File: src/ita_pkg.sv
package ita_pkg;

	localparam int VALUE_WIDTH = 64;
	localparam int IN_WIDTH    = 64;

	// decimal digits needed for VALUE_WIDTH bits (log10(2) ~ 0.30103), hex digits
	localparam int DEC_DIGITS = (VALUE_WIDTH * 30103 + 99999) / 100000;
	localparam int HEX_DIGITS = (VALUE_WIDTH + 3) / 4;
	localparam int NUM_DIGITS = (DEC_DIGITS > HEX_DIGITS) ? DEC_DIGITS : HEX_DIGITS;
	localparam int BCD_W      = NUM_DIGITS * 4;
	localparam int CNT_W      = (VALUE_WIDTH > 1) ? $clog2(VALUE_WIDTH) : 1;
	localparam int REM_W      = $clog2(NUM_DIGITS + 1);

	localparam logic [1:0] MODE_UDEC = 2'd0;
	localparam logic [1:0] MODE_SDEC = 2'd1;
	localparam logic [1:0] MODE_HEX  = 2'd2;

	localparam logic [7:0] ASCII_ZERO  = 8'h30;
	localparam logic [7:0] ASCII_A     = 8'h61;
	localparam logic [7:0] ASCII_MINUS = 8'h2d;
	localparam logic [7:0] ASCII_X     = 8'h78;

	typedef enum logic [1:0] {
		SEL_MINUS,
		SEL_ZERO,
		SEL_X,
		SEL_DIGIT
	} char_sel_t;

	typedef enum logic [2:0] {
		ST_IDLE,
		ST_DISPATCH,
		ST_SIGN,
		ST_PFX0,
		ST_PFXX,
		ST_CONV,
		ST_SKIP,
		ST_EMIT
	} state_t;

	typedef struct packed {
		logic      load;
		logic      conv_step;
		logic      shift;
		char_sel_t sel;
	} cmd_t;

	typedef struct packed {
		logic neg;
		logic hex;
		logic conv_done;
		logic top_zero;
		logic one_left;
	} stat_t;

endpackage

File: src/ita_ctrl.sv
module ita_ctrl
	import ita_pkg::*;
(
	input  logic  clk,
	input  logic  arst_n,
	input  logic  in_valid,
	output logic  in_ready,
	output logic  out_valid,
	input  logic  out_ready,
	input  stat_t stat,
	output cmd_t  cmd
);

	state_t state_q;
	state_t state_d;

	always_ff @(posedge clk or negedge arst_n) begin
		if (!arst_n) begin
			state_q <= ST_IDLE;
		end else begin
			state_q <= state_d;
		end
	end

	always_comb begin
		state_d       = state_q;
		in_ready      = 1'b0;
		out_valid     = 1'b0;
		cmd.load      = 1'b0;
		cmd.conv_step = 1'b0;
		cmd.shift     = 1'b0;
		cmd.sel       = SEL_DIGIT;
		unique case (state_q)
			ST_IDLE: begin
				in_ready = 1'b1;
				if (in_valid) begin
					cmd.load = 1'b1;
					state_d  = ST_DISPATCH;
				end
			end
			ST_DISPATCH: begin
				priority if (stat.neg) begin
					state_d = ST_SIGN;
				end else if (stat.hex) begin
					state_d = ST_PFX0;
				end else begin
					state_d = ST_CONV;
				end
			end
			ST_SIGN: begin
				out_valid = 1'b1;
				cmd.sel   = SEL_MINUS;
				if (out_ready) begin
					state_d = ST_CONV;
				end
			end
			ST_PFX0: begin
				out_valid = 1'b1;
				cmd.sel   = SEL_ZERO;
				if (out_ready) begin
					state_d = ST_PFXX;
				end
			end
			ST_PFXX: begin
				out_valid = 1'b1;
				cmd.sel   = SEL_X;
				if (out_ready) begin
					state_d = ST_SKIP;
				end
			end
			ST_CONV: begin
				cmd.conv_step = 1'b1;
				if (stat.conv_done) begin
					state_d = ST_SKIP;
				end
			end
			ST_SKIP: begin
				// drop leading zeros, keep at least one digit
				if (stat.top_zero && !stat.one_left) begin
					cmd.shift = 1'b1;
				end else begin
					state_d = ST_EMIT;
				end
			end
			ST_EMIT: begin
				out_valid = 1'b1;
				if (out_ready) begin
					cmd.shift = 1'b1;
					if (stat.one_left) begin
						state_d = ST_IDLE;
					end
				end
			end
			default: state_d = ST_IDLE;
		endcase
	end

	a_conv_holds: assert property (@(posedge clk) disable iff (!arst_n)
		(state_q == ST_CONV && !stat.conv_done) |=> state_q == ST_CONV)
		else $error("conversion left early");

	a_skip_to_emit: assert property (@(posedge clk) disable iff (!arst_n)
		(state_q == ST_SKIP && stat.one_left) |=> state_q == ST_EMIT)
		else $error("leading zero skip ran past last digit");

endmodule

File: config.mk
export PLATFORM = sky130hd
export DESIGN_NAME = ita_ctrl
export DESIGN_NICKNAME = d
export VERILOG_FILES = /design/src/ita_pkg.sv /design/src/ita_ctrl.sv
export SDC_FILE = /design/constraint.sdc
export NUM_CORES = 1
export LEC_CHECK = 0
export ABC_AREA = 1
export BUFFER_PORTS_ARGS = -buffer_cell sky130_fd_sc_hd__buf_2
export CAP_MARGIN = 20
export CORE_AREA = 2 2 39 41
export CTS_BUF_LIST = sky130_fd_sc_hd__clkbuf_2 sky130_fd_sc_hd__clkbuf_4 sky130_fd_sc_hd__clkbuf_8
export CTS_CLUSTER_DIAMETER = 150
export CTS_CLUSTER_SIZE = 30
export DETAILED_ROUTE_END_ITERATION = 16
export DIE_AREA = 0 0 41 43
export GPL_TIMING_DRIVEN = 0
export PLACE_DENSITY = 0.68
export SYNTH_ARGS = -nofsm -noshare
export SYNTH_HDL_FRONTEND = slang
export SYNTH_SLANG_ARGS = --single-unit
File: constraint.sdc
create_clock -name clk -period 1.1 [get_ports clk]
set_input_delay 0.11 -clock clk [delete_from_list [all_inputs] [get_ports clk]]
set_output_delay 0.11 -clock clk [all_outputs]
set_load 0.1 [all_outputs]
# Yosys cells after proc, flatten, opt, wreduce, memory -nomap -nowiden
# Index checks and enable logic that the tools add are counted.
[word_totals] reg_bits=3 inputBits=9 output_inout_bits=7 wordCells=41
[classes] eq_ne=15 n_mux=20 n_reduce_logical=5
[ops] operator="3-bit 2-to-1 mux" count=10
[ops] operator="3-bit one-hot mux with 8 select lines" count=1
[ops] operator="2-bit inequality test (second input constant)" count=8
[ops] operator="3-bit equality test (second input constant)" count=4
[ops] operator="8-bit AND reduction" count=1
[ops] operator="1-bit 2-to-1 mux" count=7
[ops] operator="3-bit by 2-bit equality test with 1-bit output (second input constant)" count=2
[ops] operator="2-bit one-hot mux with 3 select lines" count=1
[ops] operator="4-bit OR reduction" count=1
[ops] operator="3-bit by 1-bit equality test with 1-bit output (second input constant)" count=1
[ops] operator="3-bit zero test" count=1
[ops] operator="1-bit one-hot mux with 2 select lines" count=1
[ops] operator="1-bit logical AND" count=1
[ops] operator="1-bit zero test" count=1

# Longest topological paths before layout
[logic_depth] depth_word=4 depth_mapped=8 mapped_depth_nobuf=7

# Worst setup path after synthesis
# No wires, ideal clock.
[synth_path] kind="reg-to-output" from="register state_q[0]" to="output cmd[2] in the netlist's numbering" t_arrival_ps=2726 required_ps=990 slack_ps=-1736 stages_incl_launch_ff=4 path_buffers=1 path_cell_list="dfrtp_1 -> buf_6 -> nand3_2 -> o21ai_0"
[synth_lines] item="start: declaration" line="ita_ctrl.sv:14" text="state_t state_q;"
[synth_lines] item="start signal: assignment" line="ita_ctrl.sv:21" text="state_q <= state_d;"
[synth_lines] item="end: declaration" line="ita_ctrl.sv:11" text="output cmd_t cmd"

==> results.py <==
metrics = {
    "status": {
        "outcome": "finished with violations",
        "violations": "negative setup slack",
    },
    "global_route": {
        "grt_remaining_overflow": 0,
        "grt_max_degree": 10,
        "grt_pass1_wl_um": 2035,
        "antenna_found_initial": 0,
        "grt_pass1_vias": 507,
        "grt_usage_pct": 16.82,
    },
    "run": {
        "drv_cap": 0,
    },
    "timing": {
        "finalCriticalPeriod_ns": 1.396,
        "fin_skew_ns": 0.002685,
        "worst_slew_pin_slew_ns": 0.2248,
        "fmaxAchievable_ghz": 0.7162,
        "slew_headroom_pct": 84.86,
        "setup_viol": 10,
        "hold_ws_ns": 0.2236,
        "hold_violations": 0,
        "rsz0062_at_grt": "yes",
        "fin_crit_sh_pct": 126.9,
        "finalMaxSlewViolations": 0,
        "setup_ws_ns": -0.2963,
        "setup_tns_ns": -2.059,
    },
    "worst_setup_path": {
        "cp.required_ns": 0.99,
        "endpoint_kind": "primary output",
        "crit_family": "buffers and inverters",
        "worstPathBufferInverterCount": 2,
        "rrSetupSlack_ns": -0.14,
        "r2r_cells": 8,
        "worstPathMaxFanout": 5,
        "crit_top_cell": "buf_6",
        "worstPathArrival_ns": 1.29,
        "critical-path-max-stage-delay_ns": 0.39,
        "cpMaxStageDelayCell": "dfrtp_1",
        "start_kind": "flop",
        "cp_cell_sequence": "buf_6, nand2_2, o211ai_1, buf_6",
        "cp.depth": 4,
        "crit_type": "flop to primary output",
    },
    "drt": {
        "drtIter0Drc": 6,
        "firstDrtPassIters": 4,
        "remaining_drc_errors": 0,
        "dr_wl_met3_um": 34,
        "highest_layer": "met4",
        "wl_met1_um": 515,
        "wirelength_um": 1169,
        "via_count": 531,
        "detail-route-antenna-nets": 0,
        "wl_met2_um": 604,
        "wl_per_cell_um": 10.44,
        "avgViaCountPerCell": 4.741,
    },
    "floorplan": {
        "rows": 14,
        "die_w_um": 41,
        "core_area_um2": 1384,
        "initial_utilization_pct": 31.28,
        "io_pins": 16,
        "dieArea_um2": 1763,
        "die_h_um": 43,
    },
    "synthesis": {
        "syn-instance-count": 68,
        "ys_ff_latch": 3,
        "synth_warnings": 0,
        "seq_area_frac_synth_pct": 17.34,
        "syn-num-nets": 77,
        "syn_avg_cell_area_um2": 6.366,
        "ys_types": 17,
        "syn_area_um2": 432.9,
    },
    "cells_and_area": {
        "areaGrowthSynthToFinish_pct": 80.35,
        "nets": 106,
        "final_cell_mix": "15 x nand2_1, 9 x buf_2, 7 x inv_1, 7 x buf_4",
        "fillers": 142,
        "top_register": "state_q",
        "diodes": 0,
        "top_regs": "state_q x3",
        "postLayoutCellArea_um2": 780.7,
        "drive_gt1_share_pct": 57.29,
        "layout_commonest_cell": "nand2_1",
        "largest_reg_flops": 3,
    },
    "clocking": {
        "cts_inserted_buffers": 3,
        "clock_sinks": 3,
        "clk_pin_slew_worst_paths_ns": 0.03,
        "clockBufferDepth": 2,
        "tritoncts": "built",
        "clk_latency_ns": 0.22,
        "htree_levels": 1,
        "clockRootBuffer": "clkbuf_4",
    },
    "min_path": {
        "hp-class": "input pin to asynchronous set/reset pin",
    },
    "place": {
        "io_buffer_count": 15,
        "place_ws_ns": -0.2875,
        "gp_congestion": 0.7774,
        "placed_cell_area_um2": 560.5,
        "hpwl_um": 762.6,
    },
}
-- repair_timing --
| action | 4_1_cts | 5_1_grt |
|---|---|---|
| pin swaps | 2 | 1 |
| hold buffers | 1 | 0 |
| gates cloned | 1 | 0 |
| setup buffers | 6 | 1 |
| gates resized for setup | 29 | 2 |
| hold endpoints to repair | 3 | 0 |
| setup endpoints to repair | 10 | 10 |
-- area by class of cell --
| type | instances | area (µm²) | share of cell area, % |
|---|---|---|---|
| buffer | 3 | 33.78 | 4.327 |
| clock buffer | 4 | 30.03 | 3.846 |
| inverter | 12 | 57.56 | 7.372 |
| multi-input combinational | 50 | 325.3 | 41.67 |
| sequential | 3 | 75.07 | 9.615 |
| tap | 16 | 20.02 | 2.564 |
| timing repair buffer | 24 | 239.0 | 30.61 |
-- final timing paths --
path                                     endpoint                   start
max                                        cmd[0]  state_q[0]$_DFFE_PN0P_
min                        state_q[1]$_DFFE_PN0P_                  arst_n
max reg2reg                state_q[2]$_DFFE_PN0P_  state_q[0]$_DFFE_PN0P_
min reg2reg                state_q[1]$_DFFE_PN0P_  state_q[1]$_DFFE_PN0P_
max in group asynchronous  state_q[2]$_DFFE_PN0P_                  arst_n
min in group clk           state_q[2]$_DFFE_PN0P_                 stat[3]
-- through the flow --
stage	cells	utilization, %
finish	112	56.42
detailed placement	99	40.51
floorplan	68	-
CTS	111	54.97
global placement	99	40.51
global route	112	56.42
-- logic make-up (layout without fill, tap and decap cells) --
| group | Yosys count | count (layout) | synth area share [%] |
|---|---|---|---|
| flops | 3 | 3 | 17.34 |
| simple gates | 44 | 44 | 54.33 |
| buf+inv | 15 | 43 | 19.36 |
| compound gates | 6 | 6 | 8.960 |
-- synthesized netlist by cell type --
cell type / instances / share of area [%]
nand2_1: 18 / 16
nand3_1: 6 / 6.9
nand3_2: 4 / 9.2
o211ai_1: 1 / 1.7
nor2_1: 5 / 4.3
a21boi_0: 1 / 1.7
nand2_2: 4 / 5.8
inv_2: 1 / 0.87
inv_1: 9 / 7.8
dfrtp_1: 3 / 17
nand4_1: 2 / 2.9
o21ai_2: 1 / 2.0
nor2_4: 2 / 5.2
nor2_2: 3 / 4.3
buf_6: 3 / 7.8
inv_4: 2 / 2.9
o21ai_0: 3 / 3.5
-- routing by layer --
| layer | track usage (%) | vias to the layer above |
|---|---|---|
| li1 | - | 271 |
| met1 | 20.13 | 247 |
| met2 | 28.75 | 11 |
| met3 | 3.665 | 2 |
| met4 | 4.000 | 0 |
| met5 | 0 | - |
Power is not shown: default switching activity piles up to over one toggle a cycle in this logic, so the estimate is an artifact.
