File: config.mk
export PLATFORM = sky130hd
export DESIGN_NAME = ita_dp
export DESIGN_NICKNAME = d
export VERILOG_FILES = /design/src/ita_pkg.sv /design/src/ita_dp.sv
export SDC_FILE = /design/constraint.sdc
export NUM_CORES = 1
export LEC_CHECK = 0
export ABC_AREA = 0
export BUFFER_PORTS_ARGS = -buffer_cell sky130_fd_sc_hd__buf_2
export CAP_MARGIN = 20
export CELL_PAD_IN_SITES_DETAIL_PLACEMENT = 1
export CELL_PAD_IN_SITES_GLOBAL_PLACEMENT = 1
export CORE_MARGIN = 5
export CORE_UTILIZATION = 48
export DETAILED_ROUTE_END_ITERATION = 16
export PLACE_DENSITY = 0.81
export SYNTH_ARGS = -nofsm -noshare
export SYNTH_HDL_FRONTEND = slang
export SYNTH_SLANG_ARGS = --single-unit
File: constraint.sdc
create_clock -name clk -period 1.8 [get_ports clk]
set_input_delay 0.18 -clock clk [delete_from_list [all_inputs] [get_ports clk]]
set_output_delay 0.18 -clock clk [all_outputs]
set_load 0.1 [all_outputs]
File: src/ita_pkg.sv
package ita_pkg;

	localparam int VALUE_WIDTH = 64;
	localparam int IN_WIDTH    = 64;

	// decimal digits needed for VALUE_WIDTH bits (log10(2) ~ 0.30103), hex digits
	localparam int DEC_DIGITS = (VALUE_WIDTH * 30103 + 99999) / 100000;
	localparam int HEX_DIGITS = (VALUE_WIDTH + 3) / 4;
	localparam int NUM_DIGITS = (DEC_DIGITS > HEX_DIGITS) ? DEC_DIGITS : HEX_DIGITS;
	localparam int BCD_W      = NUM_DIGITS * 4;
	localparam int CNT_W      = (VALUE_WIDTH > 1) ? $clog2(VALUE_WIDTH) : 1;
	localparam int REM_W      = $clog2(NUM_DIGITS + 1);

	localparam logic [1:0] MODE_UDEC = 2'd0;
	localparam logic [1:0] MODE_SDEC = 2'd1;
	localparam logic [1:0] MODE_HEX  = 2'd2;

	localparam logic [7:0] ASCII_ZERO  = 8'h30;
	localparam logic [7:0] ASCII_A     = 8'h61;
	localparam logic [7:0] ASCII_MINUS = 8'h2d;
	localparam logic [7:0] ASCII_X     = 8'h78;

	typedef enum logic [1:0] {
		SEL_MINUS,
		SEL_ZERO,
		SEL_X,
		SEL_DIGIT
	} char_sel_t;

	typedef enum logic [2:0] {
		ST_IDLE,
		ST_DISPATCH,
		ST_SIGN,
		ST_PFX0,
		ST_PFXX,
		ST_CONV,
		ST_SKIP,
		ST_EMIT
	} state_t;

	typedef struct packed {
		logic      load;
		logic      conv_step;
		logic      shift;
		char_sel_t sel;
	} cmd_t;

	typedef struct packed {
		logic neg;
		logic hex;
		logic conv_done;
		logic top_zero;
		logic one_left;
	} stat_t;

endpackage

File: src/ita_dp.sv
module ita_dp
	import ita_pkg::*;
(
	input  logic                clk,
	input  logic                arst_n,
	input  cmd_t                cmd,
	output stat_t               stat,
	input  logic [IN_WIDTH-1:0] value,
	input  logic [1:0]          mode,
	output logic [7:0]          out_char,
	output logic                last
);

	logic [VALUE_WIDTH-1:0] mag_q;
	logic [BCD_W-1:0]       bcd_q;
	logic [BCD_W-1:0]       bcd_adj;
	logic [CNT_W-1:0]       cnt_q;
	logic [REM_W-1:0]       rem_q;
	logic                   neg_q;
	logic                   hex_q;

	logic [VALUE_WIDTH-1:0] v_in;
	logic                   neg_in;
	logic                   hex_in;
	logic [3:0]             top_digit;
	logic [7:0]             digit_char;

	assign v_in   = value[VALUE_WIDTH-1:0];
	assign hex_in = (mode == MODE_HEX);
	assign neg_in = (mode == MODE_SDEC) && v_in[VALUE_WIDTH-1];

	// add 3 to every digit of 5 or more before the doubling shift
	always_comb begin
		bcd_adj = bcd_q;
		for (int i = 0; i < NUM_DIGITS; i++) begin
			if (bcd_q[4*i +: 4] >= 4'd5) begin
				bcd_adj[4*i +: 4] = bcd_q[4*i +: 4] + 4'd3;
			end
		end
	end

	always_ff @(posedge clk) begin
		if (cmd.load) begin
			mag_q <= neg_in ? (VALUE_WIDTH'(0) - v_in) : v_in;
			bcd_q <= hex_in ? BCD_W'(v_in) : '0;
		end else if (cmd.conv_step) begin
			mag_q <= {mag_q[VALUE_WIDTH-2:0], 1'b0};
			bcd_q <= {bcd_adj[BCD_W-2:0], mag_q[VALUE_WIDTH-1]};
		end else if (cmd.shift) begin
			bcd_q <= {bcd_q[BCD_W-5:0], 4'h0};
		end
	end

	always_ff @(posedge clk or negedge arst_n) begin
		if (!arst_n) begin
			cnt_q <= '0;
			rem_q <= '0;
			neg_q <= 1'b0;
			hex_q <= 1'b0;
		end else if (cmd.load) begin
			cnt_q <= CNT_W'(VALUE_WIDTH - 1);
			rem_q <= REM_W'(NUM_DIGITS);
			neg_q <= neg_in;
			hex_q <= hex_in;
		end else begin
			if (cmd.conv_step) begin
				cnt_q <= cnt_q - CNT_W'(1);
			end
			if (cmd.shift) begin
				rem_q <= rem_q - REM_W'(1);
			end
		end
	end

	assign top_digit = bcd_q[BCD_W-1 -: 4];

	always_comb begin
		if (top_digit < 4'd10) begin
			digit_char = ASCII_ZERO + {4'h0, top_digit};
		end else begin
			digit_char = ASCII_A + {4'h0, top_digit} - 8'd10;
		end
	end

	always_comb begin
		unique case (cmd.sel)
			SEL_MINUS: out_char = ASCII_MINUS;
			SEL_ZERO:  out_char = ASCII_ZERO;
			SEL_X:     out_char = ASCII_X;
			SEL_DIGIT: out_char = digit_char;
			default:   out_char = digit_char;
		endcase
	end

	assign last = (cmd.sel == SEL_DIGIT) && stat.one_left;

	assign stat.neg       = neg_q;
	assign stat.hex       = hex_q;
	assign stat.conv_done = (cnt_q == '0);
	assign stat.top_zero  = (top_digit == 4'h0);
	assign stat.one_left  = (rem_q == REM_W'(1));

	a_no_rem_underflow: assert property (@(posedge clk) disable iff (!arst_n)
		cmd.shift |-> rem_q != '0)
		else $error("digit count underflow");

	a_no_conv_in_hex: assert property (@(posedge clk) disable iff (!arst_n)
		cmd.conv_step |-> !hex_q)
		else $error("decimal conversion step in hex mode");

	a_load_sets_count: assert property (@(posedge clk) disable iff (!arst_n)
		cmd.load |=> rem_q == REM_W'(NUM_DIGITS))
		else $error("digit count not loaded");

endmodule

======== Word level (Yosys, flattened, before mapping) ========
Index checks and enable logic that the tools add are counted.
storage, ports and cells
  register bits ........................... 157
  input port bits ......................... 73
  output and inout port bits .............. 14
  logic and storage cells ................. 100
cells by class
  add/sub/neg operators ................... 26
  magnitude comparators ................... 21
  equality and inequality tests ........... 6
  muxes and demuxes ....................... 33
  reductions and logical operators ........ 8
operators by type and width
  operator                                                                             count
  64-bit 2-to-1 mux                                                                    4
  80-bit 2-to-1 mux                                                                    3
  4-bit by 3-bit greater-or-equal comparator with 1-bit output, second input constant  20
  4-bit by 2-bit adder with 4-bit output, second input constant                        19
  4-bit 2-to-1 mux                                                                     19
  1-bit by 64-bit subtractor with 64-bit output, first input constant                  1
  8-bit case mux with 4 select lines                                                   1
  6-bit 2-to-1 mux                                                                     2
  5-bit 2-to-1 mux                                                                     2
  7-bit by 4-bit adder with 8-bit output, first input constant                         1
  8-bit 2-to-1 mux                                                                     1
  8-bit by 4-bit subtractor with 8-bit output, second input constant                   1
  6-bit by 4-bit adder with 7-bit output, first input constant                         1
  2-bit equality test, second input constant                                           3
  6-bit logical NOT                                                                    1
  6-bit by 1-bit subtractor with 6-bit output, second input constant                   1
  5-bit by 1-bit equality test with 1-bit output, second input constant                1
  5-bit by 1-bit subtractor with 5-bit output, second input constant                   1
  2-bit by 1-bit equality test with 1-bit output, second input constant                2
  4-bit logical NOT                                                                    1
  4-bit less-than comparator, second input constant                                    1
  2-bit nonzero test                                                                   2
  3-bit by 2-bit adder with 3-bit output, second input constant                        1
  3-bit 2-to-1 mux                                                                     1
  other kinds (3)                                                                      4

======== Depth between registers and ports, before layout ========
Gate-level depths: netlist of the first run.
  depth in word-level cells ............... 4
  depth in mapped cells ................... 8

======== Worst setup path after synthesis of the first run ========
OpenSTA, ideal clock, no wires.
  kind .................................... register -> output
  from .................................... reg rem_q[1]
  to ...................................... out last
  arrival time ............................ 5233 ps
  data required time ...................... 1620 ps
  setup slack ............................. -3613 ps
  stages on the path, launching flop included .. 5
  buffers on the path ..................... 0
  cell sequence ........................... dfrtp_1 > inv_1 > ha_1 > nor4b_1 > nor2b_1
RTL lines
  item                    RTL line      source
  from (decl)             ita_dp.sv:18  logic [REM_W-1:0] rem_q;
  from (signal assigned)  ita_dp.sv:62  rem_q <= REM_W'(NUM_DIGITS);
  from (signal assigned)  ita_dp.sv:70  rem_q <= rem_q - REM_W'(1);
  to (decl)               ita_dp.sv:11  output logic last

======== Worst setup path after layout of the first run ========
  from .................................... reg bcd_q[77]
  to ...................................... out out_char[4]
between the ends
  word-level cells in the longest chain between the ends .. 4
  elaborated cells on any way between the ends .. 6
  those cells by class .................... 3 x add/sub; 1 x order compare; 2 x mux
ends and longest elaborated chain
  item                                         RTL line      source
  from (decl)                                  ita_dp.sv:15  logic [BCD_W-1:0] bcd_q;
  from (signal assigned)                       ita_dp.sv:45  bcd_q <= hex_in ? BCD_W'(v_in) : '0;
  from (signal assigned)                       ita_dp.sv:48  bcd_q <= {bcd_adj[BCD_W-2:0], mag_q[VALUE_WIDTH-1]};
  from (signal assigned)                       ita_dp.sv:50  bcd_q <= {bcd_q[BCD_W-5:0], 4'h0};
  7-bit by 4-bit adder with 8-bit output       ita_dp.sv:81  digit_char = ASCII_A + {4'h0, top_digit} - 8'd10;
  8-bit by 4-bit subtractor with 8-bit output  ita_dp.sv:81
  8-bit 2-to-1 mux (*)                         ita_dp.sv:78  if (top_digit < 4'd10) begin
  8-bit case mux with 4 select lines (*)       ita_dp.sv:86  unique case (cmd.sel)
  to (decl)                                    ita_dp.sv:10  output logic [7:0] out_char,
Mark *: on every way between the ends. The rest lies on a longest branch, timed or not.

==> results of run 1 <==
-- flip-flops by register name (all words and copies together) (netlist names) --
register  flops
bcd_q        80
cnt_q         6
hex_q         1
mag_q        64
neg_q         1
rem_q         5
-- what timing repair did --
action	in CTS	in global routing
endpoints found under the setup margin	32	65
hold endpoints to repair	13	0
pin swaps	10	26
setup buffers	19	31
gates resized for setup	36	97
hold buffers	1	0
-- worst max-delay path: cells and delay by family, from the launching register on --
kind | cells | cell delay [ns]
fa+ha+maj | 1 | 0.17
flops | 1 | 0.43
buf+inv | 3 | 0.40
compound gates | 2 | 0.30
-- synth_stat cells, types with 7 or more instances --
master	count	share of area, %
a21oi_1	144	6.4
edfxtp_1	144	39
nor2_1	123	4.1
o21ai_0	68	3.0
nand2_1	66	2.2
clkbuf_1	58	1.9
inv_1	53	1.8
mux2i_1	52	4.7
xnor2_1	47	3.7
ha_1	45	5.0
nor3b_1	34	2.3
a22o_1	29	2.3
nor3_1	28	1.3
nor4_1	28	1.6
nand2b_1	26	1.5
nand3_1	22	0.98
nand4_1	22	1.2
or4_1	20	1.3
a31oi_1	17	0.95
and3_1	16	0.90
xor2_1	16	1.3
or3_1	15	0.84
dfrtp_1	13	2.9
buf_1	11	0.37
or2_2	11	0.62
o31ai_1	10	0.67
nand3b_1	9	0.60
a2111o_1	7	0.71
a22oi_1	7	0.47
and2_1	7	0.39
nor2b_1	7	0.39
-- path summary, 6_finish.rpt --
path / from / end / slack (ns) / cells past startpoint
max: bcd_q[77] / out_char[4] / -0.14 / 6
min: cmd[2] / rem_q[1] / 0.03 / 2
max reg2reg: bcd_q[25] / bcd_q[25] / -0.09 / 7
min reg2reg: hex_q / hex_q / 0.53 / 1
max in group asynchronous: arst_n / cnt_q[3] / 1.40 / 2
min in group asynchronous: arst_n / cnt_q[4] / 0.15 / 2
-- cell usage in the layout (no fill, tap or decap), drive strengths merged, types with 26 or more instances in the layout --
| cell type | count |
|---|---|
| buf | 320 |
| nor3 | 28 |
| a21oi | 144 |
| nand2 | 66 |
| nor4 | 29 |
| inv | 63 |
| a22o | 30 |
| ha | 45 |
| nand2b | 26 |
| edfxtp | 144 |
| nor2 | 123 |
| mux2i | 52 |
| xnor2 | 47 |
| o21ai | 68 |
| nor3b | 34 |
-- cell type report --
type                       instances  area [sq um]  area share (%)
clock buffer                      20           500            3.28
clock inverter                    12           104           0.681
inverter                          53           215            1.41
multi-input combinational        933          6800            44.6
sequential                       157          4650            30.5
tap                              313           392            2.57
timing repair buffer             321          2590            17.0
-- stage by stage --
step                setup slack, ns  cell area [sq um]  util [%]  std cells  total power [mW]
floorplan                    -0.721              11600         -       1219              6.90
global placement             -0.373              13700      60.3       1726              7.91
detailed placement           -0.455              13700      60.3       1726              8.14
CTS                         -0.0749              14600      64.3       1778              12.2
global route                 -0.189              15200      66.9       1809              13.2
finish                       -0.143              15200      66.9       1809              12.8
-- routing by layer --
metal / global-route usage, % / vias up / share of wire, %
met3: 5.52 / 191 / 7.9
met4: 13.1 / 0 / 4.9
li1: - / 5070 / -
met5: 0 / - / 0
met1: 40.0 / 5815 / 38
met2: 55.9 / 706 / 49
-- power by group through the flow --
stage	sequential (mW)	clock (mW)	combinational (mW)
after floorplan	4.90	0	2.00
after global placement	4.99	0	2.92
after detailed placement	5.02	0	3.12
after CTS	4.95	3.90	3.39
after global routing	5.05	4.07	4.09
final	5.01	3.92	3.84
-- logic make-up (layout without fill, tap and decap cells) --
| logic type | count (synthesis) | count (layout) | synth area share, % |
|---|---|---|---|
| AO/OA/AOI/OAI | 318 | 318 | 17.3 |
| XOR/XNOR | 63 | 63 | 4.94 |
| adder cells (fa/ha/maj) | 45 | 45 | 5.04 |
| buffers and inverters | 129 | 406 | 4.50 |
| flip-flops | 157 | 157 | 41.6 |
| multiplexers | 53 | 53 | 4.76 |
| other | 2 | 2 | 0.0672 |
| AND/OR/NAND/NOR | 452 | 452 | 21.8 |
==> results by group, run 1 <==
Global routing
  • GRT overflow: 0
  • Largest net degree at the start of global routing: 77
  • Initial antenna violation count: 1
  • First-pass GRT wire length: 67000 um
  • Vias in the first global route: 12000
  • Gr usage total: between 30% and 40%

Yosys
  • Distinct cells, synth: 62
  • YS warnings: 0
  • Ys flop type: edfxtp_1
  • Syn Nets: roughly 1300
  • Synth Instances: between 1000 and 1500
  • Number of flops mapped to enable cells by yosys: 144
  • Post-synthesis sequential area ratio: 41.6%
  • Async set-reset flop share out of synthesis: 8.28%
  • Mapped Area: 11200 sq um
  • Flops & latches, synth: 157
  • Synthesized area per cell: roughly 9.2 sq um

CTS
  • Clock sink total: about 160
  • Clock H-tree levels: 4
  • Total CTS buffers: 17
  • CTS tree: done
  • CTS max path bufs: 2
  • Reg clk slew, reported paths: 0.06 ns
  • Clk Latency, worst-skew pair: about 0.46 ns
  • Clock root cell: clkbuf_16

Pwr
  • Sequential share of power: roughly 39%
  • Internal power: a little over 8 mW
  • Combinational power share: 30.1%
  • Sw Pwr: 4.46 mW
  • Peak VDD IR: between 0.5 and 0.6 mV
  • Sw frac: 35.0%
  • Cell area power density: 837 nW/um^2
  • Clock power frac: 30.7%
  • Total leakage power: 6.07 nW

Route
  • DR WL/cell: around 26 um
  • Routed via count: between 10000 and 15000
  • Vias per cell: 6.51
  • # DRC: 0
  • Initial DRT Pass Iterations: 6
  • Post-Route WL: 46600 um
  • DRT antenna net count: 0
  • DR iter-0 viols: ~1300

Setup path
  • Crit path launch type: flop
  • Worst EP arrival: 1.76 ns
  • CP max FO: 4
  • Worst Path Required: 1.62 ns
  • Worst setup EP type: primary output
  • Critical path class: flop to primary output
  • Crit-path max cell delay: 0.43 ns
  • Crit-path slowest cell: edfxtp_1
  • Worst-path cell chain: inv_2 -> ha_4 -> inv_1 -> a21oi_2 -> o21a_2 -> buf_12

Timing
  • Hold Vio Cnt, Final: 0
  • Total negative slack: -0.879 ns
  • Final cycle utilization of the critical path: 108%
  • RSZ-0062 raised after global routing: yes
  • Worst hold slack: around 0.026 ns
  • Final slew viol count: 0
  • Final min period: 1.94 ns
  • Final setup viols: 20
  • Final worst slack: -0.143 ns
  • Worst Skew: 0.0129 ns
  • Fmax: 515 MHz

Status
  • Status: finished, violations left
  • Violated checks: negative setup slack

Floorplanning
  • Die ar.: 26400 sq um
  • Die Y: 163 um
  • Row cnt: 55
  • Die Span X: 163 um
  • IO Pins: between 80 and 90
  • Initial core utilization: 49.1%
  • Core area: 22800 sq um

Min path
  • HP Class: primary input to flop

Place
  • Hpwl dp: 28400 um
  • Routability Congestion: 0.906
  • Port buffer count: 84

Cells and area
  • Layout cell share with drive strength beyond 1: about a third
  • Ant. Diodes: 0
  • # nets final: 1601
  • Synthesis-to-finish area growth: 36.4%
  • Fillers: about 2500

Run
  • Max-Cap Viols: 0
Note: power is estimated with default switching activity, not from simulation.
==> run 2: changes to the inputs <==
--- a/config.mk
+++ b/config.mk
@@ -13,7 +13,7 @@
 export CORE_MARGIN = 5
 export CORE_UTILIZATION = 48
 export DETAILED_ROUTE_END_ITERATION = 16
-export PLACE_DENSITY = 0.81
+export PLACE_DENSITY_LB_ADDON = 0.1
 export SYNTH_ARGS = -nofsm -noshare
 export SYNTH_HDL_FRONTEND = slang
 export SYNTH_SLANG_ARGS = --single-unit
==> results by group, run 2 (synthesis gave the netlist of run 1 again) <==
Status
  • Status: finished, violations left (unchanged)
  • Violated checks: negative setup slack (unchanged)

Setup path
  • Reg2Reg Depth: 7 (unchanged)
  • Internal reg-to-reg setup slack: -0.10 ns (was -0.09 ns)
  • CP max FO: 4 (unchanged)
  • RR Endpoint: bcd_q[5] (was bcd_q[25])
  • Worst-path cell chain: buf_4 -> o21ai_4 -> xnor2_2 -> o21ai_4 -> buf_12 (was inv_2 -> ha_4 -> inv_1 -> a21oi_2 -> o21a_2 -> buf_12)
  • Critical path class: flop to primary output (unchanged)
  • Crit-path max cell delay: 0.45 ns (was 0.43 ns)
  • Worst EP arrival: 1.74 ns (was 1.76 ns)
  • Crit path launch type: flop (unchanged)
  • Worst setup EP type: primary output (unchanged)
  • CP dominant cell by count: o21ai_4
  • RR Startpoint: bcd_q[4] (was bcd_q[25])
  • Crit-path slowest cell: edfxtp_1 (unchanged)
  • Worst Path Required: 1.62 ns (about the same)

Place
  • Hpwl dp: 27800 um (was 28400 um)
  • Post-Place Setup Slack: -0.455 ns (about the same)
  • Port buffer count: 84 (unchanged)
  • Area post-placement: 13700 sq um (about the same)
  • Routability Congestion: 0.879 (was 0.906)

CTS
  • Clock H-tree levels: 4 (unchanged)
  • Total CTS buffers: 17 (unchanged)
  • Clock root cell: clkbuf_16 (unchanged)
  • CTS tree: done (unchanged)
  • CTS max path bufs: 2 (unchanged)
  • Reg clk slew, reported paths: 0.07 ns (was 0.06 ns)
  • Clk Latency, worst-skew pair: 0.44 ns (was 0.46 ns)
  • Clock sink total: 157 (unchanged)

Floorplanning
  • Die Y: 163 um (unchanged)
  • Die ar.: 26400 sq um (unchanged)
  • Die Span X: 163 um (unchanged)
  • IO Pins: 87 (unchanged)
  • Core area: 22800 sq um (unchanged)
  • Initial core utilization: 49.1% (unchanged)
  • Row cnt: 55 (unchanged)

Global routing
  • Gr usage total: 29.8% (was 32.2%)
  • Initial antenna violation count: 3 (was 1)
  • Largest net degree at the start of global routing: 106 (was 77)
  • Vias in the first global route: 11600 (was 12000)
  • First-pass GRT wire length: 62800 um (was 67000 um)
  • GRT overflow: 0 (unchanged)

Cells and area
  • Max reg flops: 80 (unchanged)
  • Top reg by flops: bcd_q (unchanged)
  • Highest-count cells in the layout ignoring fill and taps: 224 x buf_4, 144 x edfxtp_1, 122 x a21oi_1, 121 x nor2_1, 70 x buf_2 (was 215 x buf_4, 144 x edfxtp_1, 121 x nor2_1, 118 x a21oi_1, 70 x buf_2)
  • Top Registers: bcd_q: 80 flops, mag_q: 64 flops, cnt_q: 6 flops (unchanged)
  • Design Area, Final: 15000 sq um (was 15200 sq um)
  • Final core occ: 65.7% (was 66.9%)
  • # nets final: 1601 (unchanged)
  • Commonest non-fill, non-tap cell in the layout: buf_4 (unchanged)
  • Synthesis-to-finish area growth: 33.8% (was 36.4%)
  • Layout cell share with drive strength beyond 1: 32.0% (was 33.8%)

Timing
  • Final min period: 1.92 ns (was 1.94 ns)
  • Final cycle utilization of the critical path: 107% (was 108%)
  • Total negative slack: -0.865 ns (was -0.879 ns)
  • Worst Skew: 0.0129 ns (about the same)
  • Final setup viols: 15 (was 20)
  • Measured slew at the worst slew-check pin: 0.503 ns
  • Normalized max-slew margin: approximately two thirds
  • RSZ-0062 raised after global routing: yes (unchanged)
  • Fmax: 520 MHz (was 515 MHz)
  • Final slew viol count: 0 (unchanged)
  • Final worst slack: -0.124 ns (was -0.143 ns)
  • Hold Vio Cnt, Final: 0 (unchanged)

Route
  • DRT antenna net count: 0 (unchanged)
  • Routed via count: 11300 (was 11800)
  • Post-Route WL: 43800 um (was 46600 um)
  • DR iter-0 viols: 1025 (was 1287)
  • Initial DRT Pass Iterations: 5 (was 6)
  • # DRC: 0 (unchanged)
  • Vias per cell: 6.24 (was 6.51)
  • DR WL/cell: 24.2 um (was 25.8 um)

Min path
  • Min-Delay Startpoint: cmd[2] (unchanged)
  • Hold endpoint: rem_q[1] (unchanged)
  • HP Class: primary input to flop (unchanged)
  • Hold path cells: 2 (unchanged)

Pwr
  • Peak VDD IR: 0.639 mV (was 0.540 mV)
  • Total leakage power: 5.96 nW (was 6.07 nW)
  • Power, Total: 12.4 mW (was 12.8 mW)
  • Cell area power density: 832 nW/um^2 (was 837 nW/um^2)

Run
  • Max-Cap Viols: 0 (unchanged)
-- run 2: cell count changes in the layout (fill, tap and decap cells not counted), sizes merged --
cell,delta
clkinv,+7
bufinv,+1
diode,+3
inv,-6
clkbuf,-2
-- run 2: cell type report --
| cell class | count | area (sq um) |
|---|---|---|
| tap | 313 | 392 |
| clock inverter | 14 | 136 |
| fill | 2558 | 7820 |
| clock buffer | 18 | 439 |
| multi-input combinational | 933 | 6640 |
| inverter | 53 | 218 |
| timing repair buffer | 321 | 2480 |
| antenna | 3 | 7.51 |
| sequential | 157 | 4650 |
-- run 2: worst max-delay path by stage --
| stage | startpoint | end | depth (start not counted) |
|---|---|---|---|
| after floorplan | rem_q[1] | last | 4 |
| after global placement | value[1] | mag_q[22] | 9 |
| after detailed placement | value[1] | mag_q[22] | 9 |
| after CTS | bcd_q[78] | out_char[0] | 4 |
| after global routing | bcd_q[78] | out_char[0] | 5 |
| final | bcd_q[78] | out_char[0] | 5 |
-- run 2: repair_timing --
item	CTS	global route
hold endpoints to repair	13	0
buffers inserted	18	32
hold buffers	1	0
gates resized for setup	23	75
setup endpoints to repair	25	64
pin swaps	4	36
-- run 2: routing by layer --
layer	track usage [%]	wire (um)
met5	0	0
met2	53.1	22500
met3	3.37	2610
met4	10.0	1480
met1	37.8	17200
-- run 2: where the power goes --
part | total (mW) | switching, mW | leakage (nW) | internal, mW
Clock | 3.73 | 1.75 | 0.287 | 1.98
Sequential | 5.01 | 0.454 | 1.69 | 4.55
Combinational | 3.71 | 2.06 | 3.99 | 1.65
Total | 12.4 | 4.27 | 5.96 | 8.18
-- run 2: per-stage QoR --
step,hold WS [ns],instances
2_1_floorplan,-0.116,1219
3_3_place_gp,0.0776,1726
3_5_place_dp,0.0801,1726
4_1_cts,0.0187,1777
5_1_grt,0.0479,1811
6_report,0.0491,1812
-- run 2: critical path, delay by kind of cell, from the launching register on --
| kind | cells | cell delay, ns |
|---|---|---|
| xor+xnor | 1 | 0.11 |
| compound gates | 2 | 0.37 |
| buf+inv | 2 | 0.37 |
| flops | 1 | 0.45 |
==> run 3: changes to the inputs <==
--- a/config.mk
+++ b/config.mk
@@ -14,6 +14,7 @@
 export CORE_UTILIZATION = 48
 export DETAILED_ROUTE_END_ITERATION = 16
 export PLACE_DENSITY_LB_ADDON = 0.1
+export RECOVER_POWER = 25
 export SYNTH_ARGS = -nofsm -noshare
 export SYNTH_HDL_FRONTEND = slang
 export SYNTH_SLANG_ARGS = --single-unit
==> results by group, run 3 (synthesis gave the netlist of run 1 again) <==
CTS
  • Total CTS buffers: 17 (unchanged)
  • CTS max path bufs: 2 (unchanged)
  • Clk Latency, worst-skew pair: 0.45 ns (was 0.44 ns)
  • CTS tree: done (unchanged)
  • Clock sink total: 157 (unchanged)
  • Reg clk slew, reported paths: 0.07 ns (about the same)
  • Clock H-tree levels: 4 (unchanged)
  • Clock root cell: clkbuf_16 (unchanged)

Timing
  • Hold Vio Cnt, Final: 0 (unchanged)
  • Measured slew at the worst slew-check pin: 1.03 ns (was 0.503 ns)
  • Final slew viol count: 0 (unchanged)
  • Worst Skew: 0.0139 ns (was 0.0129 ns)
  • Final min period: 1.92 ns (about the same)
  • Final cycle utilization of the critical path: 107% (about the same)
  • RSZ-0062 raised after global routing: yes (unchanged)
  • Total negative slack: -0.868 ns (was -0.865 ns)
  • Fmax: 521 MHz (was 520 MHz)
  • Final worst slack: -0.121 ns (was -0.124 ns)
  • Normalized max-slew margin: 31.3% (was 66.4%)
  • Final setup viols: 15 (unchanged)

Global routing
  • Initial antenna violation count: 3 (unchanged)
  • Gr usage total: 29.8% (unchanged)
  • Largest net degree at the start of global routing: 106 (unchanged)
  • GRT overflow: 0 (unchanged)
  • Vias in the first global route: 11600 (unchanged)
  • First-pass GRT wire length: 62800 um (unchanged)

Cells and area
  • Max reg flops: 80 (unchanged)
  • Synthesis-to-finish area growth: 33.5% (was 33.8%)
  • Top Registers: bcd_q: 80 flops, mag_q: 64 flops, cnt_q: 6 flops (unchanged)
  • Commonest non-fill, non-tap cell in the layout: buf_4 (unchanged)
  • # nets final: 1601 (unchanged)
  • Highest-count cells in the layout ignoring fill and taps: 219 x buf_4, 144 x edfxtp_1, 122 x a21oi_1, 121 x nor2_1, 69 x buf_2 (was 224 x buf_4, 144 x edfxtp_1, 122 x a21oi_1, 121 x nor2_1, 70 x buf_2)
  • Top reg by flops: bcd_q (unchanged)
  • Layout cell share with drive strength beyond 1: 31.6% (was 32.0%)
  • Post-route insts no fill: 1812 (unchanged)

Route
  • # DRC: 0 (unchanged)
  • DRT antenna net count: 0 (unchanged)
  • Vias per cell: 6.27 (was 6.24)
  • DR iter-0 viols: 1027 (was 1025)
  • Post-Route WL: 43700 um (was 43800 um)
  • DR WL/cell: 24.1 um (was 24.2 um)
  • Routed via count: 11400 (was 11300)
  • Initial DRT Pass Iterations: 8 (was 5)

Run
  • Max-Cap Viols: 0 (unchanged)

Setup path
  • Critical path class: flop to primary output (unchanged)
  • Worst setup EP type: primary output (unchanged)
  • CP max FO: 4 (unchanged)
  • Crit path launch type: flop (unchanged)
  • Worst Path Required: 1.62 ns (about the same)
  • Worst EP arrival: 1.74 ns (about the same)

Place
  • Hpwl dp: 27800 um (unchanged)
  • DP Cell Count: 1726 (unchanged)
  • Port buffer count: 84 (unchanged)
  • Post-Place Setup Slack: -0.455 ns (unchanged)
  • Routability Congestion: 0.879 (unchanged)

Pwr
  • Cell area power density: 832 nW/um^2 (about the same)
  • Power, Total: 12.4 mW (about the same)
  • Peak VDD IR: 0.645 mV (was 0.639 mV)
  • Total leakage power: 5.95 nW (was 5.96 nW)

Status
  • Status: finished, violations left (unchanged)
  • Violated checks: negative setup slack (unchanged)

Floorplanning
  • Die Y: 163 um (unchanged)
  • IO Pins: 87 (unchanged)
  • Die ar.: 26400 sq um (unchanged)
  • Core area: 22800 sq um (unchanged)
  • Die Span X: 163 um (unchanged)
  • Initial core utilization: 49.1% (unchanged)
  • Row cnt: 55 (unchanged)

Min path
  • HP Class: primary input to flop (unchanged)
==> run 3: cell types whose count changed in the layout (fill, tap and decap cells not counted) <==
cell and delta:
nor2_2 +1, clkbuf_4 +2, inv_1 +1, inv_2 -1, buf_12 -1, buf_4 -5, buf_2 -1, clkbuf_2 +1
nor2_4 -1, clkbuf_1 +4
==> run 3: critical path, stage by stage, from the launching register on <==
cell      delay, ns
edfxtp_1       0.44
buf_4          0.18
o21ai_4        0.21
xnor2_2        0.11
o21ai_4        0.16
buf_12         0.19
==> run 3: final cells by class <==
type / instances / area (sq um)
clock inverter: 14 / 136
timing repair buffer: 321 / 2460
tap: 313 / 392
sequential: 157 / 4650
antenna: 3 / 7.51
fill: 2562 / 7850
multi-input combinational: 933 / 6630
clock buffer: 18 / 439
inverter: 53 / 218
==> run 3: what timing repair did <==
| item | 4_1_cts | 5_1_grt |
|---|---|---|
| cloned | 0 | 0 |
| pin swaps | 4 | 36 |
| endpoints found under the hold margin | 13 | 0 |
| hold buffers | 1 | 0 |
| gates resized for setup | 23 | 75 |
| endpoints found under the setup margin | 25 | 64 |
| setup buffers | 18 | 32 |
==> run 3: per-layer routing <==
layer	track usage, %	vias to the layer above	wire [um]
met3	3.37	116	2510
met5	0	-	0
met1	37.8	5734	17200
li1	-	5071	-
met2	53.1	435	22600
met4	10.0	0	1420
==> run 3: worst paths after layout <==
| path | from | cells past startpoint | endpoint | slack [ns] |
|---|---|---|---|---|
| max in group asynchronous | arst_n | 2 | rem_q[0] | 1.00 |
| min | cmd[2] | 2 | rem_q[1] | 0.05 |
| max reg2reg | bcd_q[4] | 7 | bcd_q[5] | -0.09 |
| max | bcd_q[78] | 5 | out_char[0] | -0.12 |
| min in group asynchronous | arst_n | 2 | cnt_q[3] | 0.32 |
| min reg2reg | hex_q | 1 | hex_q | 0.51 |
==> run 3: power by group <==
group | switching (mW) | internal [mW]
logic | 2.06 | 1.64
clock network | 1.73 | 1.97
registers | 0.453 | 4.56
==> run 3: through the flow <==
stage / util [%] / instance area [sq um] / hold WS (ns)
finish: 65.5 / 14900 / 0.0456
global placement: 60.0 / 13700 / 0.0776
floorplan: - / 11600 / -0.116
detailed placement: 60.0 / 13700 / 0.0801
global route: 65.5 / 14900 / 0.0479
CTS: 63.5 / 14500 / 0.0187
